<file path="src/design/ipdf_pkg.sv">
// ----------------------------------------------------------------------------
// ipdf_pkg
// Shared types, constants and helper functions of the iSCSI PDU deframer.
// ----------------------------------------------------------------------------
`default_nettype none

package ipdf_pkg;

    localparam int unsigned HDR_LEN = 48;
    localparam int unsigned LEN_W   = 25;

    localparam logic [31:0] CRC_INIT = 32'hFFFF_FFFF;
    localparam logic [31:0] CRC_POLY = 32'h82F6_3B78;

    // byte kind doubles as framing phase
    typedef enum logic [2:0] {
        PH_HEADER = 3'd0,
        PH_HDIG   = 3'd1,
        PH_DATA   = 3'd2,
        PH_PAD    = 3'd3,
        PH_DDIG   = 3'd4
    } phase_t;

    typedef enum logic [1:0] {
        ST_OK       = 2'd0,
        ST_HDR_BAD  = 2'd1,
        ST_DATA_BAD = 2'd2
    } status_t;

    // register indexes on the configuration port
    localparam logic [1:0] REG_HDIG_ON = 2'd0;
    localparam logic [1:0] REG_DDIG_ON = 2'd1;
    localparam logic [1:0] REG_MAX_LEN = 2'd2;

    localparam logic [LEN_W-1:0] MAX_LEN_RESET = 25'(256 * 1024);

    typedef struct packed {
        logic             hdig_on;
        logic             ddig_on;
        logic [LEN_W-1:0] max_len;
    } cfg_t;

    typedef struct packed {
        logic [7:0]       data_byte;
        phase_t           kind;
        logic [5:0]       opcode;
        logic [LEN_W-1:0] seg_len;
        logic             pdu_end;
        status_t          status;
    } result_t;

    function automatic logic [31:0] crc32c_byte(input logic [31:0] crc,
                                                input logic [7:0]  b);
        logic [31:0] c;
        c = crc ^ {24'd0, b};
        for (int i = 0; i < 8; i++) begin
            c = c[0] ? ((c >> 1) ^ CRC_POLY) : (c >> 1);
        end
        return c;
    endfunction

    function automatic logic opcode_known(input logic [5:0] op);
        return op inside {[6'h00:6'h06], 6'h10, [6'h20:6'h26], 6'h31, 6'h32, 6'h3F};
    endfunction

endpackage

`default_nettype wire

</file>
<file path="src/design/ipdf_framer.sv">
// ----------------------------------------------------------------------------
// ipdf_framer
// PDU framing state, CRC32C accumulation and digest check for one byte a step.
// ----------------------------------------------------------------------------
`default_nettype none

module ipdf_framer (
    input  wire logic             aclk,
    input  wire logic             aresetn,
    input  wire logic             step,
    input  wire logic [7:0]       in_byte,
    input  wire ipdf_pkg::cfg_t   cfg,
    output ipdf_pkg::result_t     res
);
    import ipdf_pkg::*;

    phase_t             phase_reg,  phase_next;
    logic [LEN_W-1:0]   cnt_reg,    cnt_next;
    logic [7:0]         ahs_reg,    ahs_next;
    logic [LEN_W-1:0]   dlen_reg,   dlen_next;
    logic [5:0]         op_reg,     op_next;
    logic [31:0]        crc_reg,    crc_next;
    logic [31:0]        shift_reg,  shift_next;
    logic               herr_reg,   herr_next;

    logic               first_byte;
    logic               hdr_last;
    logic               dig_done;
    logic [31:0]        crc_upd;
    logic [31:0]        shift_new;
    logic               mismatch;
    logic [LEN_W-1:0]   cnt_inc;
    logic [1:0]         pad_len;
    logic [LEN_W-1:0]   raw_len;
    logic [LEN_W-1:0]   hdr_len;
    logic               data_done;
    logic               pad_done;

    assign first_byte = (phase_reg == PH_HEADER) && (cnt_reg == '0);
    assign hdr_last   = (cnt_reg == LEN_W'(HDR_LEN - 1));
    assign dig_done   = (cnt_reg == LEN_W'(3));
    assign crc_upd    = crc32c_byte(first_byte ? CRC_INIT : crc_reg, in_byte);
    assign shift_new  = {shift_reg[23:0], in_byte};
    assign mismatch   = (shift_new != ~crc_reg);
    assign cnt_inc    = cnt_reg + LEN_W'(1);
    assign pad_len    = 2'(2'd0 - dlen_reg[1:0]);
    assign data_done  = (cnt_inc >= dlen_reg);
    assign pad_done   = (cnt_inc >= LEN_W'(pad_len));

    // segment length = 4 * ahs words + data segment length, zero for unknown opcodes, clamped to max_len
    assign raw_len = opcode_known(op_reg)
                   ? ({15'd0, ahs_reg, 2'b00} + {1'b0, dlen_reg[23:0]})
                   : '0;
    assign hdr_len = (raw_len > cfg.max_len) ? cfg.max_len : raw_len;

    // next state
    always_comb begin
        phase_next = phase_reg;
        cnt_next   = cnt_reg;
        ahs_next   = ahs_reg;
        dlen_next  = dlen_reg;
        op_next    = op_reg;
        crc_next   = crc_reg;
        shift_next = shift_reg;
        herr_next  = herr_reg;
        case (phase_reg)
            PH_HEADER: begin
                crc_next = crc_upd;
                if (cnt_reg == '0) begin
                    op_next   = in_byte[5:0];
                    dlen_next = '0;
                    ahs_next  = '0;
                    herr_next = 1'b0;
                end
                if (cnt_reg == LEN_W'(4)) begin
                    ahs_next = in_byte;
                end
                if (cnt_reg >= LEN_W'(5) && cnt_reg <= LEN_W'(7)) begin
                    dlen_next = {1'b0, dlen_reg[15:0], in_byte};
                end
                if (hdr_last) begin
                    dlen_next = hdr_len;
                    cnt_next  = '0;
                    if (cfg.hdig_on) begin
                        phase_next = PH_HDIG;
                        shift_next = '0;
                    end else begin
                        crc_next = CRC_INIT;
                        if (hdr_len != '0) begin
                            phase_next = PH_DATA;
                        end else if (cfg.ddig_on) begin
                            phase_next = PH_DDIG;
                            shift_next = '0;
                        end else begin
                            phase_next = PH_HEADER;
                        end
                    end
                end else begin
                    cnt_next = cnt_inc;
                end
            end
            PH_HDIG: begin
                shift_next = shift_new;
                cnt_next   = cnt_inc;
                if (dig_done) begin
                    herr_next = mismatch;
                    crc_next  = CRC_INIT;
                    cnt_next  = '0;
                    if (dlen_reg != '0) begin
                        phase_next = PH_DATA;
                    end else if (cfg.ddig_on) begin
                        phase_next = PH_DDIG;
                        shift_next = '0;
                    end else begin
                        phase_next = PH_HEADER;
                    end
                end
            end
            PH_DATA: begin
                crc_next = crc_upd;
                cnt_next = cnt_inc;
                if (data_done) begin
                    cnt_next = '0;
                    if (pad_len != 2'd0) begin
                        phase_next = PH_PAD;
                    end else if (cfg.ddig_on) begin
                        phase_next = PH_DDIG;
                        shift_next = '0;
                    end else begin
                        phase_next = PH_HEADER;
                    end
                end
            end
            PH_PAD: begin
                crc_next = crc_upd;
                cnt_next = cnt_inc;
                if (pad_done) begin
                    cnt_next = '0;
                    if (cfg.ddig_on) begin
                        phase_next = PH_DDIG;
                        shift_next = '0;
                    end else begin
                        phase_next = PH_HEADER;
                    end
                end
            end
            default: begin
                shift_next = shift_new;
                cnt_next   = cnt_inc;
                if (dig_done) begin
                    phase_next = PH_HEADER;
                    cnt_next   = '0;
                end
            end
        endcase
    end

    // result for the current byte
    always_comb begin
        logic pdu_end;
        logic herr_eff;
        logic data_bad;
        pdu_end  = 1'b0;
        herr_eff = herr_reg;
        data_bad = 1'b0;
        res.seg_len = dlen_reg;
        case (phase_reg)
            PH_HEADER: begin
                herr_eff    = first_byte ? 1'b0 : herr_reg;
                pdu_end     = hdr_last && !cfg.hdig_on && (hdr_len == '0) && !cfg.ddig_on;
                res.seg_len = hdr_last ? hdr_len : '0;
            end
            PH_HDIG: begin
                herr_eff = dig_done ? mismatch : herr_reg;
                pdu_end  = dig_done && (dlen_reg == '0) && !cfg.ddig_on;
            end
            PH_DATA: begin
                pdu_end = data_done && (pad_len == 2'd0) && !cfg.ddig_on;
            end
            PH_PAD: begin
                pdu_end = pad_done && !cfg.ddig_on;
            end
            default: begin
                pdu_end  = dig_done;
                data_bad = dig_done && mismatch;
            end
        endcase
        res.data_byte = in_byte;
        res.kind      = phase_reg;
        res.opcode    = first_byte ? in_byte[5:0] : op_reg;
        res.pdu_end   = pdu_end;
        if (!pdu_end) begin
            res.status = ST_OK;
        end else if (herr_eff) begin
            res.status = ST_HDR_BAD;
        end else if (data_bad) begin
            res.status = ST_DATA_BAD;
        end else begin
            res.status = ST_OK;
        end
    end

    always_ff @(posedge aclk) begin
        if (!aresetn) begin
            phase_reg <= PH_HEADER;
            cnt_reg   <= '0;
            ahs_reg   <= '0;
            dlen_reg  <= '0;
            op_reg    <= '0;
            crc_reg   <= CRC_INIT;
            shift_reg <= '0;
            herr_reg  <= 1'b0;
        end else if (step) begin
            phase_reg <= phase_next;
            cnt_reg   <= cnt_next;
            ahs_reg   <= ahs_next;
            dlen_reg  <= dlen_next;
            op_reg    <= op_next;
            crc_reg   <= crc_next;
            shift_reg <= shift_next;
            herr_reg  <= herr_next;
        end
    end

endmodule

`default_nettype wire

</file>
<file path="src/design/iscsi_pdu_deframer_core.sv">
// ----------------------------------------------------------------------------
// iscsi_pdu_deframer_core
// Frames an iSCSI byte stream into PDU sections and checks CRC32C digests.
// ----------------------------------------------------------------------------
//  channel   dir  handshake                 payload
//  s_        in   s_tvalid / s_tready       s_tdata: in_byte
//  m_        out  m_tvalid / m_tready       m_tdata, m_tuser: byte_kind, m_tlast: pdu_end
//  apb       in   psel / penable / pready   paddr, pwdata, prdata
//
//  one byte per cycle sustained while m_tready is high; a byte waits in the input
//  register, is framed into the result register and then shows on m_
//  the framer state and crc update together for each byte, which sets the rate
//  aresetn is synchronous, active low; no clearing pass is needed
//  with m_tready low the input register still takes one more word
// ----------------------------------------------------------------------------
`default_nettype none

module iscsi_pdu_deframer_core (
    input  wire logic        aclk,
    input  wire logic        aresetn,
    input  wire logic        s_tvalid,
    output logic             s_tready,
    input  wire logic [7:0]  s_tdata,   // [7:0] in_byte
    output logic             m_tvalid,
    input  wire logic        m_tready,
    output logic [47:0]      m_tdata,   // [7:0] out_byte, [13:8] pdu_opcode,
                                        // [38:14] segment_length, [40:39] pdu_status
    output logic             m_tlast,   // pdu_end
    output logic [2:0]       m_tuser,   // [2:0] byte_kind
    input  wire logic        psel,
    input  wire logic        penable,
    input  wire logic        pwrite,
    input  wire logic [3:0]  paddr,
    input  wire logic [31:0] pwdata,
    output logic [31:0]      prdata,
    output logic             pready
);
    import ipdf_pkg::*;

    logic        in_valid_reg, in_valid_next;
    logic [7:0]  in_byte_reg;
    logic        out_valid_reg, out_valid_next;
    result_t     out_res_reg;
    result_t     res;
    cfg_t        cfg_reg;
    logic        advance;
    logic        accept;
    logic        cfg_wr;

    assign pready   = 1'b1;
    assign cfg_wr   = psel && penable && pwrite && pready;

    assign advance  = in_valid_reg && (!out_valid_reg || m_tready);
    assign s_tready = !in_valid_reg || advance;
    assign accept   = s_tvalid && s_tready;

    always_comb begin
        in_valid_next = in_valid_reg;
        if (accept) begin
            in_valid_next = 1'b1;
        end else if (advance) begin
            in_valid_next = 1'b0;
        end
        out_valid_next = out_valid_reg;
        if (advance) begin
            out_valid_next = 1'b1;
        end else if (m_tready) begin
            out_valid_next = 1'b0;
        end
    end

    ipdf_framer u_framer (
        .aclk    (aclk),
        .aresetn (aresetn),
        .step    (advance),
        .in_byte (in_byte_reg),
        .cfg     (cfg_reg),
        .res     (res)
    );

    always_ff @(posedge aclk) begin
        if (!aresetn) begin
            in_valid_reg  <= 1'b0;
            out_valid_reg <= 1'b0;
        end else begin
            in_valid_reg  <= in_valid_next;
            out_valid_reg <= out_valid_next;
        end
    end

    always_ff @(posedge aclk) begin
        if (accept) begin
            in_byte_reg <= s_tdata;
        end
        if (advance) begin
            out_res_reg <= res;
        end
    end

    // configuration registers
    always_ff @(posedge aclk) begin
        if (!aresetn) begin
            cfg_reg.hdig_on <= 1'b0;
            cfg_reg.ddig_on <= 1'b0;
            cfg_reg.max_len <= MAX_LEN_RESET;
        end else if (cfg_wr) begin
            case (paddr[3:2])
                REG_HDIG_ON: cfg_reg.hdig_on <= pwdata[0];
                REG_DDIG_ON: cfg_reg.ddig_on <= pwdata[0];
                REG_MAX_LEN: cfg_reg.max_len <= pwdata[LEN_W-1:0];
                default: ;
            endcase
        end
    end

    always_comb begin
        case (paddr[3:2])
            REG_HDIG_ON: prdata = {31'd0, cfg_reg.hdig_on};
            REG_DDIG_ON: prdata = {31'd0, cfg_reg.ddig_on};
            REG_MAX_LEN: prdata = {{(32-LEN_W){1'b0}}, cfg_reg.max_len};
            default:     prdata = '0;
        endcase
    end

    assign m_tvalid = out_valid_reg;
    assign m_tdata  = {7'd0, out_res_reg.status, out_res_reg.seg_len,
                       out_res_reg.opcode, out_res_reg.data_byte};
    assign m_tlast  = out_res_reg.pdu_end;
    assign m_tuser  = out_res_reg.kind;

    // input side only blocks when both stages hold a word and the sink stalls
    a_stall_cause: assert property (@(posedge aclk) disable iff (!aresetn)
        !s_tready |-> (in_valid_reg && out_valid_reg && !m_tready))
        else $error("input stalled without a full pipeline");

    // a framed word always lands in the result register
    a_advance_out: assert property (@(posedge aclk) disable iff (!aresetn)
        advance |=> m_tvalid)
        else $error("framed word lost");

    // digest status only ever comes with the last word of a pdu
    a_status_end: assert property (@(posedge aclk) disable iff (!aresetn)
        (m_tvalid && (out_res_reg.status != ST_OK)) |-> m_tlast)
        else $error("pdu status outside pdu end");

endmodule

`default_nettype wire

</file>
<file path="config.mk">
export PLATFORM = sky130hd
export DESIGN_NAME = iscsi_pdu_deframer_core
export DESIGN_NICKNAME = d
export VERILOG_FILES = /design/src/design/ipdf_pkg.sv /design/src/design/ipdf_framer.sv /design/src/design/iscsi_pdu_deframer_core.sv
export SDC_FILE = /design/constraint.sdc
export NUM_CORES = 1
export LEC_CHECK = 0
export BUFFER_PORTS_ARGS = -buffer_cell sky130_fd_sc_hd__buf_4
export CORE_UTILIZATION = 56
export CTS_BUF_LIST = sky130_fd_sc_hd__clkbuf_8
export CTS_CLUSTER_SIZE = 40
export DETAILED_ROUTE_END_ITERATION = 7
export GPL_TIMING_DRIVEN = 0
export HOLD_SLACK_MARGIN = 0.08
export PLACE_DENSITY = 0.83
export SKIP_LAST_GASP = 1
export SLEW_MARGIN = 25
export SYNTH_ARGS = -nofsm -noshare
export SYNTH_HDL_FRONTEND = slang
export SYNTH_SLANG_ARGS = --single-unit
</file>
<file path="constraint.sdc">
create_clock -name aclk -period 6.3 [get_ports aclk]
set_input_delay 0 -clock aclk [delete_from_list [all_inputs] [get_ports aclk]]
set_output_delay 0 -clock aclk [all_outputs]
set_load 0.01 [all_outputs]
</file>
==> impl_results.html, run 1 <==
<table>
<tr><th>Metric</th><th>Value</th></tr>
<tr><th colspan="2">Floorplanning</th></tr>
<tr><td>Die extent in x</td><td>161 um</td></tr>
<tr><td>Std-Cell Core Area</td><td>24500 um2</td></tr>
<tr><td>Row cnt</td><td>57</td></tr>
<tr><td>Vertical die dimension</td><td>161 um</td></tr>
<tr><td>Starting Density</td><td>0.576</td></tr>
<tr><td>Die footprint</td><td>25900 um2</td></tr>
<tr><td>I/O pin count</td><td>138</td></tr>
<tr><th colspan="2">STA</th></tr>
<tr><td>Slew at the pin closest to its max-slew limit</td><td>0.928 ns</td></tr>
<tr><td>Clock period minus worst slack</td><td>6.13 ns</td></tr>
<tr><td>Layout Skew</td><td>0.0476 ns</td></tr>
<tr><td>Final Cycle Share</td><td>0.973</td></tr>
<tr><td>Worst slew margin relative to its limit</td><td>0.376</td></tr>
<tr><td>RSZ-0062 raised after global routing</td><td>false</td></tr>
<tr><td>Pins over their slew limit</td><td>0</td></tr>
<tr><td>Total count of hold-check failures in the final report</td><td>0</td></tr>
<tr><td>Fmax</td><td>163 MHz</td></tr>
<tr><td>Min Hold Slack</td><td>0.142 ns</td></tr>
<tr><td>Count of endpoints failing setup in the final report</td><td>0</td></tr>
<tr><th colspan="2">Synth</th></tr>
<tr><td>Yosys warning count</td><td>0</td></tr>
<tr><td>Count of flip-flops with a built-in enable after synthesis</td><td>53</td></tr>
<tr><td>Count of distinct cell types in the synthesized netlist</td><td>94</td></tr>
<tr><td>Proportion of register bits with asynchronous set or reset after synthesis</td><td>0</td></tr>
<tr><td>Main synth FF type</td><td>sky130_fd_sc_hd__dfxtp_1</td></tr>
<tr><td>Largest cells by area after synthesis</td><td>sky130_fd_sc_hd__dfxtp_1 (22%), sky130_fd_sc_hd__edfxtp_1 (11%), sky130_fd_sc_hd__xnor2_1 (8.7%), sky130_fd_sc_hd__nand2_1 (6.6%), sky130_fd_sc_hd__ha_1 (5.7%)</td></tr>
<tr><td>Synthesized instance count</td><td>1721</td></tr>
<tr><td>Average cell area after synthesis</td><td>8.22 um2</td></tr>
<tr><td>Number of flip-flops and latches in the synthesized netlist</td><td>206</td></tr>
<tr><td>Leading cell type by number of instances after synthesis</td><td>sky130_fd_sc_hd__nand2_1</td></tr>
<tr><td>Sequential-to-total area share from yosys stat</td><td>0.329</td></tr>
<tr><td>Post-synthesis instance area</td><td>14100 um2</td></tr>
<tr><td>Leading cell types by count after synthesis</td><td>sky130_fd_sc_hd__nand2_1 (248), sky130_fd_sc_hd__dfxtp_1 (153), sky130_fd_sc_hd__nor2_1 (140), sky130_fd_sc_hd__xnor2_1 (140), sky130_fd_sc_hd__a21oi_1 (106)</td></tr>
<tr><td>Cell taking the most area after synthesis</td><td>sky130_fd_sc_hd__dfxtp_1</td></tr>
<tr><td>Fraction of synthesized cell area taken by the top area cell type</td><td>0.217</td></tr>
<tr><th colspan="2">Clock network</th></tr>
<tr><td>Level count of the clock H-tree</td><td>2</td></tr>
<tr><td>Root Buffer</td><td>sky130_fd_sc_hd__clkbuf_8</td></tr>
<tr><td>Inserted Clock Buffers</td><td>37</td></tr>
<tr><td>Clock tree from TritonCTS</td><td>yes</td></tr>
<tr><td>Number of sinks driven by the clock tree</td><td>206</td></tr>
<tr><td>Maximum count of clock buffers along a single path</td><td>3</td></tr>
<tr><td>Source-to-sink clock delay at the later pin of the worst-skew pair</td><td>0.58 ns</td></tr>
<tr><td>CTS clk-pin slew, worst paths</td><td>0.07 ns</td></tr>
<tr><th colspan="2">Pwr</th></tr>
<tr><td>Peak supply drop</td><td>243 uV</td></tr>
<tr><td>Power density of the placed cells</td><td>245 nW/um2</td></tr>
<tr><td>Total power of the final layout</td><td>4.12 mW</td></tr>
<tr><td>Static leakage</td><td>6.42 nW</td></tr>
<tr><th colspan="2">Route</th></tr>
<tr><td>Routed length per instance</td><td>20.8 um</td></tr>
<tr><td>Initial DRT Pass Iterations</td><td>6</td></tr>
<tr><td>Total routed wirelength</td><td>47600 um</td></tr>
<tr><td>DR iter-0 viols</td><td>1584</td></tr>
<tr><td>Post-route antenna net violation count</td><td>0</td></tr>
<tr><td>Vias post-DR</td><td>14.3k</td></tr>
<tr><td>Vias per cell</td><td>6.25</td></tr>
<tr><td>Post-route DRC</td><td>0</td></tr>
<tr><th colspan="2">Place</th></tr>
<tr><td>Area of placed instances</td><td>15400 um2</td></tr>
<tr><td>Placed cell count</td><td>2170</td></tr>
<tr><td>Count of buffers inserted at the top-level ports</td><td>112</td></tr>
<tr><td>Post-detail-place hpwl</td><td>34400 um</td></tr>
<tr><td>Routability-driven placement congestion ratio</td><td>0.990</td></tr>
<tr><th colspan="2">Critical path</th></tr>
<tr><td>Cell chain of the critical path</td><td>ha_1 -&gt; inv_1 -&gt; fa_1 -&gt; nor2b_1 -&gt; o31a_2 -&gt; o22ai_1 -&gt; or3_1 -&gt; nor3_2 -&gt; ha_1 -&gt; and4_1 -&gt; nand2_1 -&gt; nor4_4 -&gt; o221ai_2 -&gt; nand3_2 -&gt; and2_1 -&gt; o41a_1 -&gt; nor3_4 -&gt; buf_4 -&gt; clkbuf_2 -&gt; o31ai_1</td></tr>
<tr><td>Worst path most repeated cell</td><td>sky130_fd_sc_hd__ha_1</td></tr>
<tr><td>Max stage delay on crit path</td><td>0.53 ns</td></tr>
<tr><td>Maximum fanout count along the critical path</td><td>10</td></tr>
<tr><td>Category of the worst setup path capture point</td><td>flop</td></tr>
<tr><td>CP Class</td><td>reg2reg</td></tr>
<tr><td>Required arrival time at the worst endpoint</td><td>6.75 ns</td></tr>
<tr><td>Worst Path Arrival</td><td>6.58 ns</td></tr>
<tr><td>Critical Path Start Type</td><td>flop</td></tr>
<tr><td>Critical path's slowest cell</td><td>sky130_fd_sc_hd__dfxtp_1</td></tr>
<tr><th colspan="2">GRT</th></tr>
<tr><td>Pin count of the biggest net entering global routing</td><td>55</td></tr>
<tr><td>First-pass GRT wire length</td><td>73800 um</td></tr>
<tr><td>Global-route congestion overflow total</td><td>0</td></tr>
<tr><td>Number of antenna violations at the first check in global routing</td><td>1</td></tr>
<tr><td>Aggregate global-route resource usage</td><td>0.362</td></tr>
<tr><td>Vias in the first global route</td><td>13.6k</td></tr>
<tr><th colspan="2">Finish</th></tr>
<tr><td>Antenna cells</td><td>0</td></tr>
<tr><td>Layout cell share with drive strength beyond 1</td><td>0.149</td></tr>
<tr><td>Largest register FFs</td><td>41</td></tr>
<tr><td>Post-route non-filler standard cell count</td><td>2292</td></tr>
<tr><td>Layout net count</td><td>2057</td></tr>
<tr><td>Relative area change from synthesis to final layout</td><td>19.2%</td></tr>
<tr><td>Utilization after layout</td><td>0.687</td></tr>
<tr><td>Final standard cell area without fillers</td><td>16900 um2</td></tr>
<tr><th colspan="2">Hold path</th></tr>
<tr><td>Min-Delay Path Class</td><td>in2reg</td></tr>
<tr><th colspan="2">Status</th></tr>
<tr><td>Run status</td><td>complete, no violations</td></tr>
<tr><th colspan="2">Flow run</th></tr>
<tr><td>Max-capacitance violation count</td><td>0</td></tr>
</table>
-- critical path, delay by kind of cell (launching register included) --
kind	cells	cell delay (ns)
and+or+nand+nor	9	2.74
AOI/OAI and AO/OA	5	1.37
DFF	1	0.53
buffers and inverters	3	0.44
adders and majority gates	3	0.91
-- per-layer routing --
layer	global-route usage	wire, um	vias to the layer above
li1	-	-	6507
met1	0.488	19300	6783
met2	0.557	21100	873
met3	0.0837	5400	162
met4	0.146	1740	2
met5	0	13	-
-- cell type report --
cell class                      instances  area (um2)
Multi-Input combinational cell       1327        8760
Tap cell                              324         405
Buffer                                133         632
Clock inverter                         23         163
Sequential cell                       206        4650
Fill cell                            1952        7680
Clock buffer                           43         592
Inverter                               68         255
Timing Repair Buffer                  168        1390
-- power by group --
| group | total [mW] | switching [mW] | internal [mW] | leakage (nW) |
|---|---|---|---|---|
| Sequential | 1.53 | 0.0950 | 1.43 | 1.75 |
| Clock | 1.32 | 0.610 | 0.711 | 0.428 |
| Combinational | 1.27 | 0.714 | 0.560 | 4.25 |
| Total | 4.12 | 1.42 | 2.70 | 6.42 |
-- cells in the final DEF, fill, tap and decap left out, types with 41 or more instances in the layout --
cell                            instances
sky130_fd_sc_hd__xor2_1                41
sky130_fd_sc_hd__nor2_1               139
sky130_fd_sc_hd__a21oi_1              106
sky130_fd_sc_hd__dfxtp_1              153
sky130_fd_sc_hd__xnor2_1              138
sky130_fd_sc_hd__buf_4                137
sky130_fd_sc_hd__o21ai_0               72
sky130_fd_sc_hd__inv_1                 77
sky130_fd_sc_hd__edfxtp_1              53
sky130_fd_sc_hd__nand2_1              248
sky130_fd_sc_hd__clkbuf_1              84
sky130_fd_sc_hd__ha_1                  64
sky130_fd_sc_hd__clkbuf_8              43
sky130_fd_sc_hd__dlygate4sd3_1         52
-- cell families after synthesis --
group           count (synthesis)  share of synthesized area
other cells                     2                   0.000531
compound gates                407                      0.191
xor+xnor                      189                      0.123
mux                            31                     0.0230
flops                         206                      0.329
buf+inv                       201                     0.0624
fa+ha+maj                      65                     0.0581
simple gates                  620                      0.212
-- path summary, 6_finish.rpt --
kind / start / to / slack [ns] / depth (start not counted)
worst max register to register: u_framer.dlen_reg[2] / u_framer.shift_reg[17] / 0.17 / 20
worst min-delay path: s_tdata[7] / in_byte_reg[7] / 0.14 / 2
worst max-delay path: u_framer.dlen_reg[2] / u_framer.shift_reg[17] / 0.17 / 20
worst min register to register: in_byte_reg[2] / m_tdata[2] / 0.46 / 0
-- through the flow --
| step | TNS [ns] | worst slack (ns) |
|---|---|---|
| global placement | -9.11 | -0.406 |
| global route | 0 | 0.0798 |
| floorplan | 0 | 1.26 |
| CTS | 0 | 0.0234 |
| finish | 0 | 0.171 |
| detailed placement | -16.51 | -0.546 |
-- timing repair --
item                                    CTS  global route
pin swaps                                 0             2
endpoints found under the hold margin    64             0
setup buffers                             0             4
endpoints found under the setup margin   68            56
hold buffers                             52             0
resized for setup                         7            13
(Power assumes the default switching activity.)
==> run 2, diff against run 1 <==
==> constraint.sdc (replaced) <==
create_clock -name aclk -period 7.1 [get_ports aclk]
set_input_delay 0 -clock aclk [delete_from_list [all_inputs] [get_ports aclk]]
set_output_delay 0 -clock aclk [all_outputs]
set_load 0.01 [all_outputs]
==> run 2 against run 1 <==
Cell count fell by 0.17%. Maximum frequency fell by 12%. Flip-flop and latch count did not move. Power fell by 12%. Register-to-register slack got worse by 0.02 ns. Final area fell by 0.71%. Via count fell by 1.0%. Critical endpoint is now u_framer.shift_reg[16]. Largest cell class unchanged. Largest power group unchanged. Highest routed layer is now met4.
==> impl_results.html, run 2 (synthesized netlist as in run 1, its figures left out) <==
<table>
<tr><th>Metric</th><th>Value</th></tr>
<tr><th colspan="2">GRT</th></tr>
<tr><td>Global-route congestion overflow total</td><td>0 (unchanged)</td></tr>
<tr><td>Aggregate global-route resource usage</td><td>0.361 (was 0.362)</td></tr>
<tr><td>Vias in the first global route</td><td>13.6k (about the same)</td></tr>
<tr><td>Pin count of the biggest net entering global routing</td><td>55 (unchanged)</td></tr>
<tr><td>Number of antenna violations at the first check in global routing</td><td>0 (was 1)</td></tr>
<tr><td>First-pass GRT wire length</td><td>73600 um (was 73800 um)</td></tr>
<tr><th colspan="2">Route</th></tr>
<tr><td>Vias per cell</td><td>6.20 (was 6.25)</td></tr>
<tr><td>Met2 wire length</td><td>20700 um (was 21100 um)</td></tr>
<tr><td>Post-route DRC</td><td>0 (unchanged)</td></tr>
<tr><td>Routed length per instance</td><td>20.5 um (was 20.8 um)</td></tr>
<tr><td>Met3 wirelength from detailed routing</td><td>4950 um (was 5400 um)</td></tr>
<tr><td>Vias post-DR</td><td>14.2k (was 14.3k)</td></tr>
<tr><td>Post-route antenna net violation count</td><td>0 (unchanged)</td></tr>
<tr><td>Total routed wirelength</td><td>47000 um (was 47600 um)</td></tr>
<tr><td>Metal-1 WL</td><td>19600 um (was 19300 um)</td></tr>
<tr><td>Top routing layer in use</td><td>met4 (was met5)</td></tr>
<tr><td>Initial DRT Pass Iterations</td><td>5 (was 6)</td></tr>
<tr><td>DR iter-0 viols</td><td>1557 (was 1584)</td></tr>
<tr><th colspan="2">Pwr</th></tr>
<tr><td>Peak supply drop</td><td>216 uV (was 243 uV)</td></tr>
<tr><td>Static leakage</td><td>6.37 nW (was 6.42 nW)</td></tr>
<tr><td>Power density of the placed cells</td><td>217 nW/um2 (was 245 nW/um2)</td></tr>
<tr><td>Total power of the final layout</td><td>3.63 mW (was 4.12 mW)</td></tr>
<tr><th colspan="2">Critical path</th></tr>
<tr><td>Maximum fanout count along the critical path</td><td>10 (unchanged)</td></tr>
<tr><td>Cell chain of the critical path</td><td>ha_1 -&gt; inv_1 -&gt; fa_1 -&gt; nor2b_1 -&gt; o31a_2 -&gt; o22ai_1 -&gt; or3_1 -&gt; a2111oi_2 -&gt; ha_1 -&gt; a21o_1 -&gt; a21o_1 -&gt; a221oi_1 -&gt; nand3_1 -&gt; and2_1 -&gt; o41a_1 -&gt; nor3_2 -&gt; clkbuf_1 -&gt; o31ai_1 (was ha_1 -&gt; inv_1 -&gt; fa_1 -&gt; nor2b_1 -&gt; o31a_2 -&gt; o22ai_1 -&gt; or3_1 -&gt; nor3_2 -&gt; ha_1 -&gt; and4_1 -&gt; nand2_1 -&gt; nor4_4 -&gt; o221ai_2 -&gt; nand3_2 -&gt; and2_1 -&gt; o41a_1 -&gt; nor3_4 -&gt; buf_4 -&gt; clkbuf_2 -&gt; o31ai_1)</td></tr>
<tr><td>Max stage delay on crit path</td><td>0.60 ns (was 0.53 ns)</td></tr>
<tr><td>Bufs and invs on worst path</td><td>2 (was 3)</td></tr>
<tr><td>Critical Path Start Type</td><td>flop (unchanged)</td></tr>
<tr><td>Critical path's slowest cell</td><td>sky130_fd_sc_hd__a221oi_1 (was sky130_fd_sc_hd__dfxtp_1)</td></tr>
<tr><td>CP Class</td><td>reg2reg (unchanged)</td></tr>
<tr><td>Category of cells accounting for the largest share of critical-path delay</td><td>compound AO/OA/AOI/OAI gates (was simple AND/OR/NAND/NOR gates)</td></tr>
<tr><td>Category of the worst setup path capture point</td><td>flop (unchanged)</td></tr>
<tr><td>Required arrival time at the worst endpoint</td><td>7.50 ns (was 6.75 ns)</td></tr>
<tr><td>Worst Path Arrival</td><td>7.35 ns (was 6.58 ns)</td></tr>
<tr><th colspan="2">Finish</th></tr>
<tr><td>Layout cell share with drive strength beyond 1</td><td>0.142 (was 0.149)</td></tr>
<tr><td>Antenna cells</td><td>0 (unchanged)</td></tr>
<tr><td>Layout net count</td><td>2053 (was 2057)</td></tr>
<tr><td>Final standard cell area without fillers</td><td>16700 um2 (was 16900 um2)</td></tr>
<tr><td>Leading cell types in the layout, fill and taps excluded</td><td>sky130_fd_sc_hd__nand2_1 (248), sky130_fd_sc_hd__dfxtp_1 (153), sky130_fd_sc_hd__nor2_1 (140) (was sky130_fd_sc_hd__nand2_1 (248), sky130_fd_sc_hd__dfxtp_1 (153), sky130_fd_sc_hd__nor2_1 (139))</td></tr>
<tr><td>Most common library cell in the layout ignoring fill and taps</td><td>sky130_fd_sc_hd__nand2_1 (unchanged)</td></tr>
<tr><td>Largest register FFs</td><td>41 (unchanged)</td></tr>
<tr><td>Relative area change from synthesis to final layout</td><td>18.3% (was 19.2%)</td></tr>
<tr><th colspan="2">STA</th></tr>
<tr><td>Setup TNS after final layout</td><td>0 ns (unchanged)</td></tr>
<tr><td>Setup slack of the critical path after layout</td><td>0.155 ns (was 0.171 ns)</td></tr>
<tr><td>Min Hold Slack</td><td>0.147 ns (was 0.142 ns)</td></tr>
<tr><td>RSZ-0062 raised after global routing</td><td>false (unchanged)</td></tr>
<tr><td>Pins over their slew limit</td><td>0 (unchanged)</td></tr>
<tr><td>Worst slew margin relative to its limit</td><td>0.371 (was 0.376)</td></tr>
<tr><td>Final Cycle Share</td><td>0.978 (was 0.973)</td></tr>
<tr><td>Total count of hold-check failures in the final report</td><td>0 (unchanged)</td></tr>
<tr><td>Fmax</td><td>144 MHz (was 163 MHz)</td></tr>
<tr><td>Slew at the pin closest to its max-slew limit</td><td>0.944 ns (was 0.928 ns)</td></tr>
<tr><td>Clock period minus worst slack</td><td>6.95 ns (was 6.13 ns)</td></tr>
<tr><td>Count of endpoints failing setup in the final report</td><td>0 (unchanged)</td></tr>
<tr><td>Layout Skew</td><td>0.0420 ns (was 0.0476 ns)</td></tr>
<tr><th colspan="2">Place</th></tr>
<tr><td>Count of buffers inserted at the top-level ports</td><td>112 (unchanged)</td></tr>
<tr><td>Post-detail-place hpwl</td><td>34400 um (unchanged)</td></tr>
<tr><td>Routability-driven placement congestion ratio</td><td>0.990 (unchanged)</td></tr>
<tr><td>Pre-CTS setup slack</td><td>0.255 ns (was -0.546 ns)</td></tr>
<tr><td>Area of placed instances</td><td>15400 um2 (unchanged)</td></tr>
<tr><th colspan="2">Clock network</th></tr>
<tr><td>Level count of the clock H-tree</td><td>2 (unchanged)</td></tr>
<tr><td>Clock tree from TritonCTS</td><td>yes (unchanged)</td></tr>
<tr><td>Root Buffer</td><td>sky130_fd_sc_hd__clkbuf_8 (unchanged)</td></tr>
<tr><td>Source-to-sink clock delay at the later pin of the worst-skew pair</td><td>0.57 ns (was 0.58 ns)</td></tr>
<tr><td>Maximum count of clock buffers along a single path</td><td>3 (unchanged)</td></tr>
<tr><td>Inserted Clock Buffers</td><td>37 (unchanged)</td></tr>
<tr><td>CTS clk-pin slew, worst paths</td><td>0.07 ns (about the same)</td></tr>
<tr><td>Number of sinks driven by the clock tree</td><td>206 (unchanged)</td></tr>
<tr><th colspan="2">Status</th></tr>
<tr><td>Run status</td><td>complete, no violations (unchanged)</td></tr>
<tr><th colspan="2">Floorplanning</th></tr>
<tr><td>Starting Density</td><td>0.576 (unchanged)</td></tr>
<tr><td>Die extent in x</td><td>161 um (unchanged)</td></tr>
<tr><td>Row cnt</td><td>57 (unchanged)</td></tr>
<tr><td>Die footprint</td><td>25900 um2 (unchanged)</td></tr>
<tr><td>I/O pin count</td><td>138 (unchanged)</td></tr>
<tr><td>Vertical die dimension</td><td>161 um (unchanged)</td></tr>
<tr><td>Std-Cell Core Area</td><td>24500 um2 (unchanged)</td></tr>
<tr><th colspan="2">Flow run</th></tr>
<tr><td>Max-capacitance violation count</td><td>0 (unchanged)</td></tr>
<tr><th colspan="2">Hold path</th></tr>
<tr><td>Min-Delay Path Class</td><td>in2reg (unchanged)</td></tr>
</table>
-- run 2: timing repair --
item                                    4_1_cts  5_1_grt
resized for setup                             0        2
endpoints found under the setup margin        0       22
hold buffers                                 52        0
endpoints found under the hold margin        64        0
setup buffers                                 0        0
-- run 2: layout make-up --
type	count	area (um2)
fill	1982	7800
inverter	68	255
timing repair buffer	164	1360
clock buffer	43	592
multi-input combinational	1327	8670
sequential	206	4650
clock inverter	23	163
tap	324	405
buffer	133	627
-- run 2: worst paths after layout --
check	startpoint	end	slack, ns	cells after the start
max	u_framer.dlen_reg[2]	u_framer.shift_reg[16]	0.15	18
min	s_tdata[7]	in_byte_reg[7]	0.15	2
max reg2reg	u_framer.dlen_reg[2]	u_framer.shift_reg[16]	0.15	18
min reg2reg	in_byte_reg[2]	m_tdata[2]	0.46	0
-- run 2: where the power goes --
part           total (mW)  switching, mW  internal [mW]  leakage, nW
registers            1.36         0.0834           1.27         1.75
clock network        1.17          0.539          0.631        0.428
logic                1.10          0.618          0.484         4.19
total                3.63           1.24           2.39         6.37
-- run 2: metal layers --
metal,GRT usage,up-vias
li1,-,6502
met1,0.490,6720
met2,0.556,812
met3,0.0793,145
met4,0.142,0
met5,0.00568,-
-- run 2: worst reg2reg max path, delay by kind of cell, from the launching register on --
kind                       cells  cell delay (ns)
DFF                            1             0.54
buffers and inverters          2             0.50
and+or+nand+nor                5             2.05
adders and majority gates      3             0.99
AOI/OAI and AO/OA              8             2.68
-- run 2: stage by stage --
stage | instances | util
global placement | 2170 | 0.629
finish | 2288 | 0.682
floorplan | 1734 | -
detailed placement | 2170 | 0.629
CTS | 2288 | 0.681
global route | 2288 | 0.682
==> run 3, diff against run 2 <==
--- a/config.mk
+++ b/config.mk
@@ -13,6 +13,7 @@
 export GPL_TIMING_DRIVEN = 0
 export HOLD_SLACK_MARGIN = 0.08
 export PLACE_DENSITY = 0.83
+export RECOVER_POWER = 100
 export SKIP_LAST_GASP = 1
 export SLEW_MARGIN = 25
 export SYNTH_ARGS = -nofsm -noshare
==> run 3 against run 2 <==
The flow now finishes with violations (capacitance limit, slew limit). Global-route usage unchanged. Worst hold slack better by 0.020 ns. Clock-buffer cell count did not move. Power shrank 0.35%. Sequential share of layout area up 0.49 points. Final area is 1.7% lower. Non-clock buffer count did not move. Via count grew 0.42%. Critical path depth shrank 1. Routed wire length about the same. Clock skew decreased by 0.00059 ns. Setup slack lost 0.017 ns. Highest routed layer unchanged.
==> impl_results.html, run 3 (synthesized netlist as in run 1, its figures left out) <==
<table>
<tr><th>Metric</th><th>Value</th></tr>
<tr><th colspan="2">Clock network</th></tr>
<tr><td>CTS clk-pin slew, worst paths</td><td>0.07 ns (about the same)</td></tr>
<tr><td>Root Buffer</td><td>sky130_fd_sc_hd__clkbuf_8 (unchanged)</td></tr>
<tr><td>Source-to-sink clock delay at the later pin of the worst-skew pair</td><td>0.57 ns (about the same)</td></tr>
<tr><td>Number of post-CTS setup repair buffers</td><td>0 (unchanged)</td></tr>
<tr><td>Inserted Clock Buffers</td><td>37 (unchanged)</td></tr>
<tr><td>Clock tree from TritonCTS</td><td>yes (unchanged)</td></tr>
<tr><td>Level count of the clock H-tree</td><td>2 (unchanged)</td></tr>
<tr><td>Maximum count of clock buffers along a single path</td><td>3 (unchanged)</td></tr>
<tr><td>Number of sinks driven by the clock tree</td><td>206 (unchanged)</td></tr>
<tr><th colspan="2">GRT</th></tr>
<tr><td>Aggregate global-route resource usage</td><td>0.361 (unchanged)</td></tr>
<tr><td>Pin count of the biggest net entering global routing</td><td>55 (unchanged)</td></tr>
<tr><td>Number of antenna violations at the first check in global routing</td><td>0 (unchanged)</td></tr>
<tr><td>Vias in the first global route</td><td>13.6k (unchanged)</td></tr>
<tr><td>First-pass GRT wire length</td><td>73600 um (unchanged)</td></tr>
<tr><td>Global-route congestion overflow total</td><td>0 (unchanged)</td></tr>
<tr><th colspan="2">Finish</th></tr>
<tr><td>Utilization after layout</td><td>0.670 (was 0.682)</td></tr>
<tr><td>Relative area change from synthesis to final layout</td><td>16.3% (was 18.3%)</td></tr>
<tr><td>Most common library cell in the layout ignoring fill and taps</td><td>sky130_fd_sc_hd__nand2_1 (unchanged)</td></tr>
<tr><td>Leading cell types in the layout, fill and taps excluded</td><td>sky130_fd_sc_hd__nand2_1 (248), sky130_fd_sc_hd__dfxtp_1 (153), sky130_fd_sc_hd__clkbuf_1 (148) (was sky130_fd_sc_hd__nand2_1 (248), sky130_fd_sc_hd__dfxtp_1 (153), sky130_fd_sc_hd__nor2_1 (140))</td></tr>
<tr><td>Layout cell share with drive strength beyond 1</td><td>0.103 (was 0.142)</td></tr>
<tr><td>Post-route non-filler standard cell count</td><td>2288 (unchanged)</td></tr>
<tr><td>Largest register FFs</td><td>41 (unchanged)</td></tr>
<tr><td>Layout net count</td><td>2053 (unchanged)</td></tr>
<tr><td>Fillcell total</td><td>2057 (was 1982)</td></tr>
<tr><td>Antenna cells</td><td>0 (unchanged)</td></tr>
<tr><th colspan="2">Pwr</th></tr>
<tr><td>Peak supply drop</td><td>215 uV (was 216 uV)</td></tr>
<tr><td>Clock network fraction of total power</td><td>0.323 (was 0.322)</td></tr>
<tr><td>Sw frac</td><td>0.342 (about the same)</td></tr>
<tr><td>Switching power of the nets</td><td>1.24 mW (about the same)</td></tr>
<tr><td>Static leakage</td><td>6.11 nW (was 6.37 nW)</td></tr>
<tr><td>Power density of the placed cells</td><td>220 nW/um2 (was 217 nW/um2)</td></tr>
<tr><td>Logic pwr share</td><td>0.301 (was 0.304)</td></tr>
<tr><td>Share of total power in sequential cells</td><td>0.375 (was 0.374)</td></tr>
<tr><td>Cell-internal power</td><td>2.38 mW (was 2.39 mW)</td></tr>
<tr><th colspan="2">Critical path</th></tr>
<tr><td>Critical Path Sink</td><td>u_framer.shift_reg[16] (unchanged)</td></tr>
<tr><td>Critical path origin</td><td>u_framer.dlen_reg[2] (unchanged)</td></tr>
<tr><td>RR Startpoint</td><td>u_framer.dlen_reg[2] (unchanged)</td></tr>
<tr><td>Category of the worst setup path capture point</td><td>flop (unchanged)</td></tr>
<tr><td>Reg2Reg Setup Slack</td><td>0.14 ns (was 0.15 ns)</td></tr>
<tr><td>CP Class</td><td>reg2reg (unchanged)</td></tr>
<tr><td>R2r worst-path depth</td><td>17 (was 18)</td></tr>
<tr><td>Maximum fanout count along the critical path</td><td>10 (unchanged)</td></tr>
<tr><td>Required arrival time at the worst endpoint</td><td>7.50 ns (about the same)</td></tr>
<tr><td>Critical Path Start Type</td><td>flop (unchanged)</td></tr>
<tr><td>Endpoint of the worst register-to-register path</td><td>u_framer.shift_reg[16] (unchanged)</td></tr>
<tr><td>Worst Path Arrival</td><td>7.36 ns (was 7.35 ns)</td></tr>
<tr><th colspan="2">Floorplanning</th></tr>
<tr><td>Row cnt</td><td>57 (unchanged)</td></tr>
<tr><td>Vertical die dimension</td><td>161 um (unchanged)</td></tr>
<tr><td>Die extent in x</td><td>161 um (unchanged)</td></tr>
<tr><td>Starting Density</td><td>0.576 (unchanged)</td></tr>
<tr><td>I/O pin count</td><td>138 (unchanged)</td></tr>
<tr><td>Std-Cell Core Area</td><td>24500 um2 (unchanged)</td></tr>
<tr><td>Die footprint</td><td>25900 um2 (unchanged)</td></tr>
<tr><th colspan="2">STA</th></tr>
<tr><td>Fmax</td><td>144 MHz (about the same)</td></tr>
<tr><td>Total count of hold-check failures in the final report</td><td>0 (unchanged)</td></tr>
<tr><td>Worst slew margin relative to its limit</td><td>-1.30 (was 0.371)</td></tr>
<tr><td>Clock period minus worst slack</td><td>6.96 ns (was 6.95 ns)</td></tr>
<tr><td>Slew at the pin closest to its max-slew limit</td><td>3.45 ns (was 0.944 ns)</td></tr>
<tr><td>Setup TNS after final layout</td><td>0 ns (unchanged)</td></tr>
<tr><td>RSZ-0062 raised after global routing</td><td>false (unchanged)</td></tr>
<tr><td>Pins over their slew limit</td><td>66 (was 0)</td></tr>
<tr><td>Layout Skew</td><td>0.0414 ns (was 0.0420 ns)</td></tr>
<tr><td>Final Cycle Share</td><td>0.981 (was 0.978)</td></tr>
<tr><td>Count of endpoints failing setup in the final report</td><td>0 (unchanged)</td></tr>
<tr><th colspan="2">Status</th></tr>
<tr><td>Failing checks</td><td>capacitance limit, slew limit</td></tr>
<tr><td>Run status</td><td>complete, but fails checks (was complete, no violations)</td></tr>
<tr><th colspan="2">Route</th></tr>
<tr><td>Post-route antenna net violation count</td><td>0 (unchanged)</td></tr>
<tr><td>Vias post-DR</td><td>14.2k (about the same)</td></tr>
<tr><td>Initial DRT Pass Iterations</td><td>6 (was 5)</td></tr>
<tr><td>Vias per cell</td><td>6.22 (was 6.20)</td></tr>
<tr><td>DR iter-0 viols</td><td>1525 (was 1557)</td></tr>
<tr><td>Routed length per instance</td><td>20.5 um (about the same)</td></tr>
<tr><td>Post-route DRC</td><td>0 (unchanged)</td></tr>
<tr><td>Total routed wirelength</td><td>47000 um (about the same)</td></tr>
<tr><th colspan="2">Place</th></tr>
<tr><td>Placed cell count</td><td>2170 (unchanged)</td></tr>
<tr><td>Count of buffers inserted at the top-level ports</td><td>112 (unchanged)</td></tr>
<tr><td>Routability-driven placement congestion ratio</td><td>0.990 (unchanged)</td></tr>
<tr><td>Post-detail-place hpwl</td><td>34400 um (unchanged)</td></tr>
<tr><th colspan="2">Hold path</th></tr>
<tr><td>Min-Delay Path Class</td><td>in2reg (unchanged)</td></tr>
<tr><th colspan="2">Flow run</th></tr>
<tr><td>Max-capacitance violation count</td><td>2 (was 0)</td></tr>
</table>
==> run 3: layout make-up <==
class | instances | area (um2) | share of cell area
Buffer | 133 | 594 | 0.0361
Tap cell | 324 | 405 | 0.0247
Sequential cell | 206 | 4650 | 0.283
Clock buffer | 43 | 592 | 0.0360
Inverter | 68 | 255 | 0.0155
Multi-Input combinational cell | 1327 | 8610 | 0.524
Timing Repair Buffer | 164 | 1160 | 0.0707
Clock inverter | 23 | 163 | 0.00989
==> run 3: power groups by stage <==
stage | logic [mW] | registers (mW) | clock network, mW
floorplan | 0.804 | 1.35 | 0
global placement | 1.02 | 1.37 | 0
detailed placement | 1.05 | 1.37 | 0
CTS | 1.07 | 1.35 | 1.17
global route | 1.17 | 1.36 | 1.23
finish | 1.09 | 1.36 | 1.17
==> run 3: repair_timing <==
item / CTS / global route
endpoints found under the hold margin: 64 / 0
hold buffers: 52 / 0
setup endpoints to repair: 0 / 22
resized for setup: 0 / 2
==> run 3: critical path: stages (launching register included) <==
cell	delay [ns]
sky130_fd_sc_hd__dfxtp_1	0.55
sky130_fd_sc_hd__ha_1	0.24
sky130_fd_sc_hd__inv_1	0.06
sky130_fd_sc_hd__fa_1	0.41
sky130_fd_sc_hd__nor2b_1	0.16
sky130_fd_sc_hd__o31a_2	0.23
sky130_fd_sc_hd__o22ai_1	0.24
sky130_fd_sc_hd__or3_1	0.47
sky130_fd_sc_hd__nor3_1	0.69
sky130_fd_sc_hd__ha_1	0.38
sky130_fd_sc_hd__and4_1	0.22
sky130_fd_sc_hd__a221oi_1	0.61
sky130_fd_sc_hd__nand3_1	0.49
sky130_fd_sc_hd__and2_1	0.37
sky130_fd_sc_hd__o41a_1	0.52
sky130_fd_sc_hd__nor3_2	0.53
sky130_fd_sc_hd__clkbuf_1	0.44
sky130_fd_sc_hd__o31ai_1	0.15
==> run 3: how the worst min path moves through the flow <==
stage,start,to,slack (ns),depth (start not counted)
global placement,s_tdata[6],in_byte_reg[6],0.18,1
global route,s_tdata[0],in_byte_reg[0],0.17,2
CTS,s_tdata[2],in_byte_reg[2],0.15,2
finish,s_tdata[7],in_byte_reg[7],0.17,2
detailed placement,s_tdata[2],in_byte_reg[2],0.18,1
floorplan,s_tdata[0],in_byte_reg[0],0.1,0
==> run 3: per-layer routing <==
layer  routed length [um]  part of all wire  vias to the layer above  track usage
met1                19200              0.41                     6737        0.490
met4                 1720             0.037                        0        0.142
met5                    0                 0                        -      0.00568
met3                 5410              0.12                      146       0.0793
met2                20700              0.44                      854        0.556
li1                     -                 -                     6501            -
==> run 3: per-stage QoR <==
stage,power (mW),hold slack [ns],setup slack (ns),instance area (um2)
global placement,2.39,0.178,0.394,15400
floorplan,2.15,0.0989,2.06,14200
finish,3.61,0.167,0.137,16400
global route,3.76,0.175,0.0452,16400
CTS,3.59,0.150,0.186,16700
detailed placement,2.42,0.179,0.255,15400
